==> src/design/tmbp_pkg.sv <==
// Shared types, constants and helpers for the threshold mono bitmap packer.
package tmbp_pkg;

  // Field and register widths
  localparam int unsigned PIX_W      = 8;
  localparam int unsigned BYTE_W     = 8;
  localparam int unsigned CFG_DIM_W  = 9;
  localparam int unsigned CFG_IDX_W  = 3;
  localparam int unsigned CFG_DATA_W = 9;
  localparam int unsigned THRESH_W   = 8;
  localparam int unsigned SUM_W      = 10;
  localparam int unsigned IN_DATA_W  = 3 * PIX_W;

  // Default geometry limits
  localparam int unsigned MAX_WIDTH_DEF  = 256;
  localparam int unsigned MAX_HEIGHT_DEF = 256;

  // Register reset values
  localparam logic [CFG_DIM_W-1:0] WIDTH_RST  = 9'd128;
  localparam logic [CFG_DIM_W-1:0] HEIGHT_RST = 9'd64;
  localparam logic [THRESH_W-1:0]  THRESH_RST = 8'd128;

  // Bit position mask within a byte
  localparam logic [BYTE_W-1:0] LSB_BIT  = 8'h01;
  localparam logic [BYTE_W-1:0] MSB_BIT  = 8'h80;
  localparam logic [2:0]        LAST_POS = 3'h7;

  // Configuration register indexes
  typedef enum logic [CFG_IDX_W-1:0] {
    REG_WIDTH  = 3'd0,
    REG_HEIGHT = 3'd1,
    REG_MODE   = 3'd2,
    REG_INVERT = 3'd3,
    REG_THRESH = 3'd4
  } cfg_reg_e;

  // Packing modes
  typedef enum logic [1:0] {
    MODE_VERT_LSB = 2'd0,
    MODE_VERT_MSB = 2'd1,
    MODE_HORZ_LSB = 2'd2,
    MODE_HORZ_MSB = 2'd3
  } pack_mode_e;

  // One-hot bit for a position, counted from LSB or MSB
  function automatic logic [BYTE_W-1:0] bit_mask(input logic [2:0] pos, input logic msb_first);
    bit_mask = msb_first ? (MSB_BIT >> pos) : (LSB_BIT << pos);
  endfunction

endpackage

==> src/design/threshold_mono_bitmap_packer.sv <==
// Top level of the threshold mono bitmap packer: threshold, pack and output stage.
//
// Usage:
//   Slave stream takes one RGB888 pixel per word in row-major order, top row
//   first (tdata: red, green, blue from bit 0 up). Master stream gives one
//   monochrome byte per word; tlast marks the last byte of the image.
//   The user changes geometry, packing mode, invert and threshold only while idle
//   via a plain write port (cfg_we_i, cfg_addr_i, cfg_wdata_i); nothing enforces it.
// Timing:
//   One pixel per clock sustained unless output back-pressure holds a finished
//   byte. A pixel is registered with its threshold bit and counter flags, then
//   merged with its partial byte and, if the byte is complete, moved into the
//   output register. The column page store is a one-port-write, one-read
//   memory; a back-to-back write and read of the same column is forwarded.
// Reset:
//   Counters, partial row byte and handshakes clear; registers take their
//   defaults (128 x 64, vertical LSB-first, threshold 128). The page store
//   is not cleared and needs no clearing pass.
// Stall:
//   When the master side holds tready low with a word waiting, the next
//   pixel still enters the pipeline; pixels that complete no byte keep
//   flowing, and input tready drops only when a second finished byte waits.
module threshold_mono_bitmap_packer
  import tmbp_pkg::*;
#(
  parameter int unsigned MAX_WIDTH  = MAX_WIDTH_DEF,
  parameter int unsigned MAX_HEIGHT = MAX_HEIGHT_DEF
) (
  input  logic                  clk_i,
  input  logic                  rst_ni,
  // Configuration write port
  input  logic                  cfg_we_i,
  input  logic [CFG_IDX_W-1:0]  cfg_addr_i,
  input  logic [CFG_DATA_W-1:0] cfg_wdata_i,
  // Pixel stream
  input  logic                  s_axis_tvalid,
  output logic                  s_axis_tready,
  input  logic [IN_DATA_W-1:0]  s_axis_tdata,   // [7:0] red, [15:8] green, [23:16] blue
  // Packed byte stream
  output logic                  m_axis_tvalid,
  input  logic                  m_axis_tready,
  output logic [BYTE_W-1:0]     m_axis_tdata,   // [7:0] packed_byte
  output logic                  m_axis_tlast    // frame_end
);

  localparam int unsigned XW  = $clog2(MAX_WIDTH);
  localparam int unsigned YW  = $clog2(MAX_HEIGHT);
  localparam int unsigned CWX = (XW + 1 > CFG_DIM_W) ? XW + 1 : CFG_DIM_W;
  localparam int unsigned CWY = (YW + 1 > CFG_DIM_W) ? YW + 1 : CFG_DIM_W;

  // Configuration registers
  logic [CFG_DIM_W-1:0] width_q, height_q;
  pack_mode_e           mode_q;
  logic                 invert_q;
  logic [THRESH_W-1:0]  thresh_q;

  // Position counters and horizontal accumulator
  logic [XW-1:0]     col_q;
  logic [YW-1:0]     row_q;
  logic [BYTE_W-1:0] hacc_q;

  // Pipeline stage registers
  logic              s1_valid_q, s1_set_q, s1_first_q, s1_emit_q, s1_end_q;
  logic              s1_vert_q, s1_msb_q;
  logic [2:0]        s1_pos_q;
  logic [XW-1:0]     s1_addr_q;
  logic              fwd_hit_q;
  logic [BYTE_W-1:0] fwd_q, rd_q;

  // Output register
  logic              out_valid_q, out_end_q;
  logic [BYTE_W-1:0] out_byte_q;

  // Page store
  logic [BYTE_W-1:0] store_mem [MAX_WIDTH];

  logic              px_acc, s1_adv;
  logic [CWX-1:0]    w_ext;
  logic [CWY-1:0]    h_ext;
  logic [XW-1:0]     w_last;
  logic [YW-1:0]     h_last;
  logic              last_col, last_row, is_vert;
  logic [SUM_W-1:0]  pix_sum, limit;
  logic              pix_set;
  logic [2:0]        pos;
  logic [BYTE_W-1:0] s1_mask, s1_base, s1_acc;

  // Configuration writes
  always_ff @(posedge clk_i or negedge rst_ni) begin
    if (!rst_ni) begin
      width_q  <= WIDTH_RST;
      height_q <= HEIGHT_RST;
      mode_q   <= MODE_VERT_LSB;
      invert_q <= 1'b0;
      thresh_q <= THRESH_RST;
    end else if (cfg_we_i) begin
      case (cfg_reg_e'(cfg_addr_i))
        REG_WIDTH:  width_q  <= cfg_wdata_i;
        REG_HEIGHT: height_q <= cfg_wdata_i;
        REG_MODE:   mode_q   <= pack_mode_e'(cfg_wdata_i[1:0]);
        REG_INVERT: invert_q <= cfg_wdata_i[0];
        REG_THRESH: thresh_q <= cfg_wdata_i[THRESH_W-1:0];
        default: ;
      endcase
    end
  end

  // Clamped last column and row indexes
  always_comb begin
    w_ext = CWX'(width_q);
    h_ext = CWY'(height_q);
    if (w_ext == '0) begin
      w_last = '0;
    end else if (w_ext > CWX'(MAX_WIDTH)) begin
      w_last = XW'(MAX_WIDTH - 1);
    end else begin
      w_last = XW'(w_ext - CWX'(1));
    end
    if (h_ext == '0) begin
      h_last = '0;
    end else if (h_ext > CWY'(MAX_HEIGHT)) begin
      h_last = YW'(MAX_HEIGHT - 1);
    end else begin
      h_last = YW'(h_ext - CWY'(1));
    end
  end

  assign last_col = (col_q >= w_last);
  assign last_row = (row_q >= h_last);
  assign is_vert  = (mode_q == MODE_VERT_LSB) || (mode_q == MODE_VERT_MSB);
  assign pos      = is_vert ? row_q[2:0] : col_q[2:0];

  // Threshold decision: channel sum against three times the threshold
  assign pix_sum = SUM_W'(s_axis_tdata[PIX_W-1:0]) + SUM_W'(s_axis_tdata[2*PIX_W-1:PIX_W])
                 + SUM_W'(s_axis_tdata[3*PIX_W-1:2*PIX_W]);
  assign limit   = SUM_W'({thresh_q, 1'b0}) + SUM_W'(thresh_q);
  assign pix_set = invert_q ? (pix_sum <= limit) : (pix_sum >= limit);

  // Handshake: stage 1 drains unless it holds a byte with nowhere to go
  assign s1_adv        = s1_valid_q && (!s1_emit_q || !out_valid_q || m_axis_tready);
  assign s_axis_tready = !s1_valid_q || s1_adv;
  assign px_acc        = s_axis_tvalid && s_axis_tready;

  // Byte merge in stage 1
  assign s1_mask = bit_mask(s1_pos_q, s1_msb_q);
  always_comb begin
    if (s1_first_q) begin
      s1_base = '0;
    end else if (s1_vert_q) begin
      s1_base = fwd_hit_q ? fwd_q : rd_q;
    end else begin
      s1_base = hacc_q;
    end
    s1_acc = s1_base | (s1_set_q ? s1_mask : '0);
  end

  // Counters, stage 1 control and output register
  always_ff @(posedge clk_i or negedge rst_ni) begin
    if (!rst_ni) begin
      col_q       <= '0;
      row_q       <= '0;
      hacc_q      <= '0;
      s1_valid_q  <= 1'b0;
      fwd_hit_q   <= 1'b0;
      out_valid_q <= 1'b0;
    end else begin
      if (px_acc) begin
        if (last_col) begin
          col_q <= '0;
          row_q <= last_row ? '0 : row_q + YW'(1);
        end else begin
          col_q <= col_q + XW'(1);
        end
        fwd_hit_q <= s1_adv && s1_vert_q && (s1_addr_q == col_q);
      end
      if (px_acc) begin
        s1_valid_q <= 1'b1;
      end else if (s1_adv) begin
        s1_valid_q <= 1'b0;
      end
      if (s1_adv && !s1_vert_q) begin
        hacc_q <= s1_emit_q ? '0 : s1_acc;
      end
      if (s1_adv && s1_emit_q) begin
        out_valid_q <= 1'b1;
      end else if (m_axis_tready) begin
        out_valid_q <= 1'b0;
      end
    end
  end

  // Stage 1 payload and output payload
  always_ff @(posedge clk_i) begin
    if (px_acc) begin
      s1_set_q   <= pix_set;
      s1_pos_q   <= pos;
      s1_first_q <= (pos == 3'd0);
      s1_emit_q  <= is_vert ? ((row_q[2:0] == LAST_POS) || last_row)
                            : ((col_q[2:0] == LAST_POS) || last_col);
      s1_end_q   <= last_col && last_row;
      s1_vert_q  <= is_vert;
      s1_msb_q   <= (mode_q == MODE_VERT_MSB) || (mode_q == MODE_HORZ_MSB);
      s1_addr_q  <= col_q;
      fwd_q      <= s1_acc;
    end
    if (s1_adv && s1_emit_q) begin
      out_byte_q <= s1_acc;
      out_end_q  <= s1_end_q;
    end
  end

  // Column page store: write from stage 1, registered read on accept
  always_ff @(posedge clk_i) begin
    if (s1_adv && s1_vert_q) begin
      store_mem[s1_addr_q] <= s1_acc;
    end
    if (px_acc) begin
      rd_q <= store_mem[col_q];
    end
  end

  assign m_axis_tvalid = out_valid_q;
  assign m_axis_tdata  = out_byte_q;
  assign m_axis_tlast  = out_end_q;

  // Checks
  a_frame_wrap: assert property (@(posedge clk_i) disable iff (!rst_ni)
    px_acc && last_col && last_row |=> (col_q == '0) && (row_q == '0))
    else $error("counters did not wrap at image end");

  a_fwd_vert: assert property (@(posedge clk_i) disable iff (!rst_ni)
    fwd_hit_q && s1_valid_q |-> s1_vert_q)
    else $error("forwarding hit on a horizontal item");

  a_hacc_clear: assert property (@(posedge clk_i) disable iff (!rst_ni)
    s1_adv && !s1_vert_q && s1_emit_q |=> hacc_q == '0)
    else $error("row accumulator not cleared after a byte");

  a_out_source: assert property (@(posedge clk_i) disable iff (!rst_ni)
    $rose(out_valid_q) |-> $past(s1_adv && s1_emit_q))
    else $error("output word without a completed byte");

  a_col_range: assert property (@(posedge clk_i) disable iff (!rst_ni)
    col_q <= XW'(MAX_WIDTH - 1))
    else $error("column counter out of store range");

endmodule
==> config.mk <==
export PLATFORM = sky130hd
export DESIGN_NAME = threshold_mono_bitmap_packer
export DESIGN_NICKNAME = d
export VERILOG_FILES = /design/src/design/tmbp_pkg.sv /design/src/design/threshold_mono_bitmap_packer.sv
export SDC_FILE = /design/constraint.sdc
export NUM_CORES = 2
export LEC_CHECK = 0
export BUFFER_PORTS_ARGS = -buffer_cell sky130_fd_sc_hd__buf_2
export CAP_MARGIN = 20
export CELL_PAD_IN_SITES_DETAIL_PLACEMENT = 2
export CELL_PAD_IN_SITES_GLOBAL_PLACEMENT = 2
export CORE_ASPECT_RATIO = 0.75
export CORE_MARGIN = 2
export CORE_UTILIZATION = 45
export DETAILED_ROUTE_END_ITERATION = 8
export HOLD_SLACK_MARGIN = 0.12
export PLACE_DENSITY_LB_ADDON = 0.1
export SETUP_SLACK_MARGIN = 0.3
export SYNTH_ARGS = -nofsm -noshare
export SYNTH_HDL_FRONTEND = slang
export SYNTH_SLANG_ARGS = --single-unit
==> constraint.sdc <==
create_clock -name clk_i -period 18.2 [get_ports clk_i]
set_input_delay 1.82 -clock clk_i [delete_from_list [all_inputs] [get_ports clk_i]]
set_output_delay 1.82 -clock clk_i [all_outputs]
set_load 0.005 [all_outputs]
==> impl_metrics.yaml <==
pwr:
  p_seq_share_pct: 40.7
  vdd_drop_max_mv: 0.194
  combPwrFrac_pct: 31.7
  p_per_area_mw_per_mm2: 165
  p_int_uw: 10200
  leakage_uw: 0.0305
  power_uw: 15800
  clkPwrFrac_pct: 27.6
  p_sw_share_pct: 35.3
  p_switching_uw: 5580
final_layout:
  layout_common_cells: "edfxtp_1 (2,090), mux4_2 (388), nor2_1 (300)"
  nNetsFinal: 4564
  drive_gt1_share_pct: 21.0
  nFillCells: 16500
  final_common_cell: "edfxtp_1"
  area_growth_pct: 11.3
sta:
  hold_violations: 0
  slew_headroom_pct: -5.26
  drv_slew: 74
  period_minus_slack_ns: 6.08
  setup_violations: 0
  clock.fmax_mhz: 165
  totalNegativeSetupSlack_ns: 0
  finClkSkew_ns: 0.0467
  worst_pin_slew_ns: 1.58
  timing.final.crit_share_pct: 33.4
  rsz0062_at_grt: "no"
synthesis:
  synth_compound_area_share_pct: 4.26
  synth_top_flop_cell: "edfxtp_1"
  synth-edff-count: 2090
  synthAdderAreaFrac_pct: 0.932
  synth-simple-area-share_pct: 3.20
  synth_seq_area_share_pct: 74.6
  synthXorXnorAreaFrac_pct: 0.265
  yosysWarnings: 0
  yosys_register_bits: 2146
  synth.distinct_cells: 87
  synth_nets: 4436
  syn_inst: 4337
  muxShareOfSynthArea_pct: 14.4
  synth_top_family_by_area: "multiplexers"
  synthesis.area_mm2: 0.0860
  async_flop_share_pct: 2.61
  synth_area_per_cell_um2: 19.8
setup_path:
  cp_max_fo: 94
  slowest_stage: "dfrtp_4"
  crit_required_ns: 18.74
  worst_setup_path_end_kind: "flip-flop"
  cp-start-kind: "flip-flop"
  cpMostUsedCell: "buf_4"
  worstPathCellList: "buf_4, buf_12, buf_4, mux4_2, a22o_1, a221oi_1, o22ai_1, nor3_1, o32ai_1"
  cp_slowest_stage_delay_ns: 0.89
  crit_type: "reg -> reg"
  cp.arrival_ns: 6.62
route:
  detail_route.iter0.violations: 5591
  wl_um: 284000
  route.vias.total: 46100
  first_pass_iters: 5
  drc: 0
  via_per_inst: 6.43
  wl_per_cell_um: 39.7
  drtAntennaViolNets: 0
floorplanning:
  die_w_um: 509
  io_pins: 52
  core_area_mm2: 0.189
  initial_utilization_pct: 45.4
  dieHeight_um: 383
  die_area_mm2: 0.195
  row_count: 138
grt:
  grt_max_degree: 224
  grt_usage_pct: 29.3
  grt_pass1_vias: 48300
  gr-total-overflow: 0
  grt_pass1_wl_um: 398000
  antenna_found_initial: 14
clock_network:
  root_buffer: "clkbuf_16"
  cts-hold-fix-buffers: 0
  cts_resized: 0
  cts_setup_buffers: 0
  clk_path_buf_depth: 3
  insertion_delay_ns: 0.86
  cts_tree: "built"
  ctsHtreeMaxLevel: 4
  cts_made_buffers: 208
  cts_sinks: 2146
  clk_pin_slew_worst_paths_ns: 0.07
hold_path:
  hp-class: "reg -> reg"
place:
  io_buffer_count: 51
  gp_congestion: 0.818
  dp_hpwl_um: 174000
run:
  maxCapViolations: 0
outcome:
  status: "finished with violations"
  violations: "max-slew violations"
worst paths after layout:
path	startpoint	endpoint	slack, ns	cells past startpoint
min in group asynchronous	rst_ni	h_ext[5]	1.13	2
max in group asynchronous	rst_ni	col_q[0]	16.47	2
max	col_q[0]	rd_q[4]	12.12	9
min reg2reg	hacc_q[2]	hacc_q[2]	0.50	1
min	hacc_q[2]	hacc_q[2]	0.50	1
max reg2reg	col_q[0]	rd_q[4]	12.12	9
power by group through the flow:
stage | Combinational (µW) | Clock [µW] | Sequential [µW]
3_5_place_dp | 4950 | 0 | 6550
2_1_floorplan | 2940 | 0 | 6970
5_1_grt | 5210 | 4590 | 6450
4_1_cts | 4970 | 4430 | 6440
6_report | 5010 | 4370 | 6440
3_3_place_gp | 4780 | 0 | 6540
sequential cells by signal (all words and copies together) (netlist names), 2 cells and up:
register and flops:
rd_q 8, s1_addr_q 8, h_ext 9, row_q 8, mode_q 2, m_axis_tdata 8
hacc_q 8, col_q 8, fwd_q 8, s1_pos_q 3, thresh_q 8, store_mem 2048
w_ext 9
critical path: cells and delay by family (launching register included):
kind            cells  cell delay, ns
flops               1            0.89
simple gates        1            0.50
mux                 1            0.59
buf+inv             3            1.79
compound gates      4            1.64
per-layer routing:
layer  vias up  GRT usage, %  part of all wire (%)
met2      2001          45.3                    47
met1     25500          43.1                    43
met3       418          5.03                   7.1
met5         -             0                 0.020
met4         8          8.04                   3.0
li1      18200             -                     -
metrics by stage:
step                cells  utilization (%)  hold WS, ns  cell area [µm²]  setup slack (ns)
global route         7161             50.6        0.523            95700             11.93
global placement     6755             46.9        0.483            88700             12.00
floorplan            4337                -        0.400            86000              4.98
finish               7164             50.6        0.504            95700             12.12
detailed placement   6765             46.9        0.489            88800             12.16
CTS                  7151             50.5        0.505            95500             12.13
Yosys cell counts (all sizes together), types with 45 or more instances:
master | instances | area [µm²]
a22oi | 69 | 518
o22ai | 49 | 307
ha | 48 | 601
nor2 | 302 | 1130
o21ai | 67 | 335
buf | 150 | 1360
dfrtp | 53 | 1330
mux4 | 430 | 9840
nand2 | 140 | 526
nand3 | 45 | 225
mux2i | 213 | 2130
a21oi | 86 | 430
edfxtp | 2090 | 62800
clkbuf | 104 | 454
cell type report:
class | count | area (µm²) | area share (%)
Sequential cell | 2146 | 64200 | 67.1
Clock inverter | 131 | 1240 | 1.29
Tap cell | 2520 | 3150 | 3.30
Inverter | 32 | 123 | 0.128
Antenna cell | 3 | 7.51 | 0.00785
Clock buffer | 255 | 5450 | 5.70
Timing Repair Buffer | 174 | 1440 | 1.50
Multi-Input combinational cell | 1903 | 20100 | 21.0
kinds of logic (layout without fill, tap and decap cells):
kind of cell               count (synthesis)  after routing
DFF                                     2146           2146
AOI/OAI and AO/OA                        517            517
other                                      0              3
buffers and inverters                    288            592
adders and majority gates                 58             58
and+or+nand+nor                          621            621
muxes                                    681            681
xor gates and xnor gates                  26             26
Note: power is estimated with default switching activity, not from simulation.
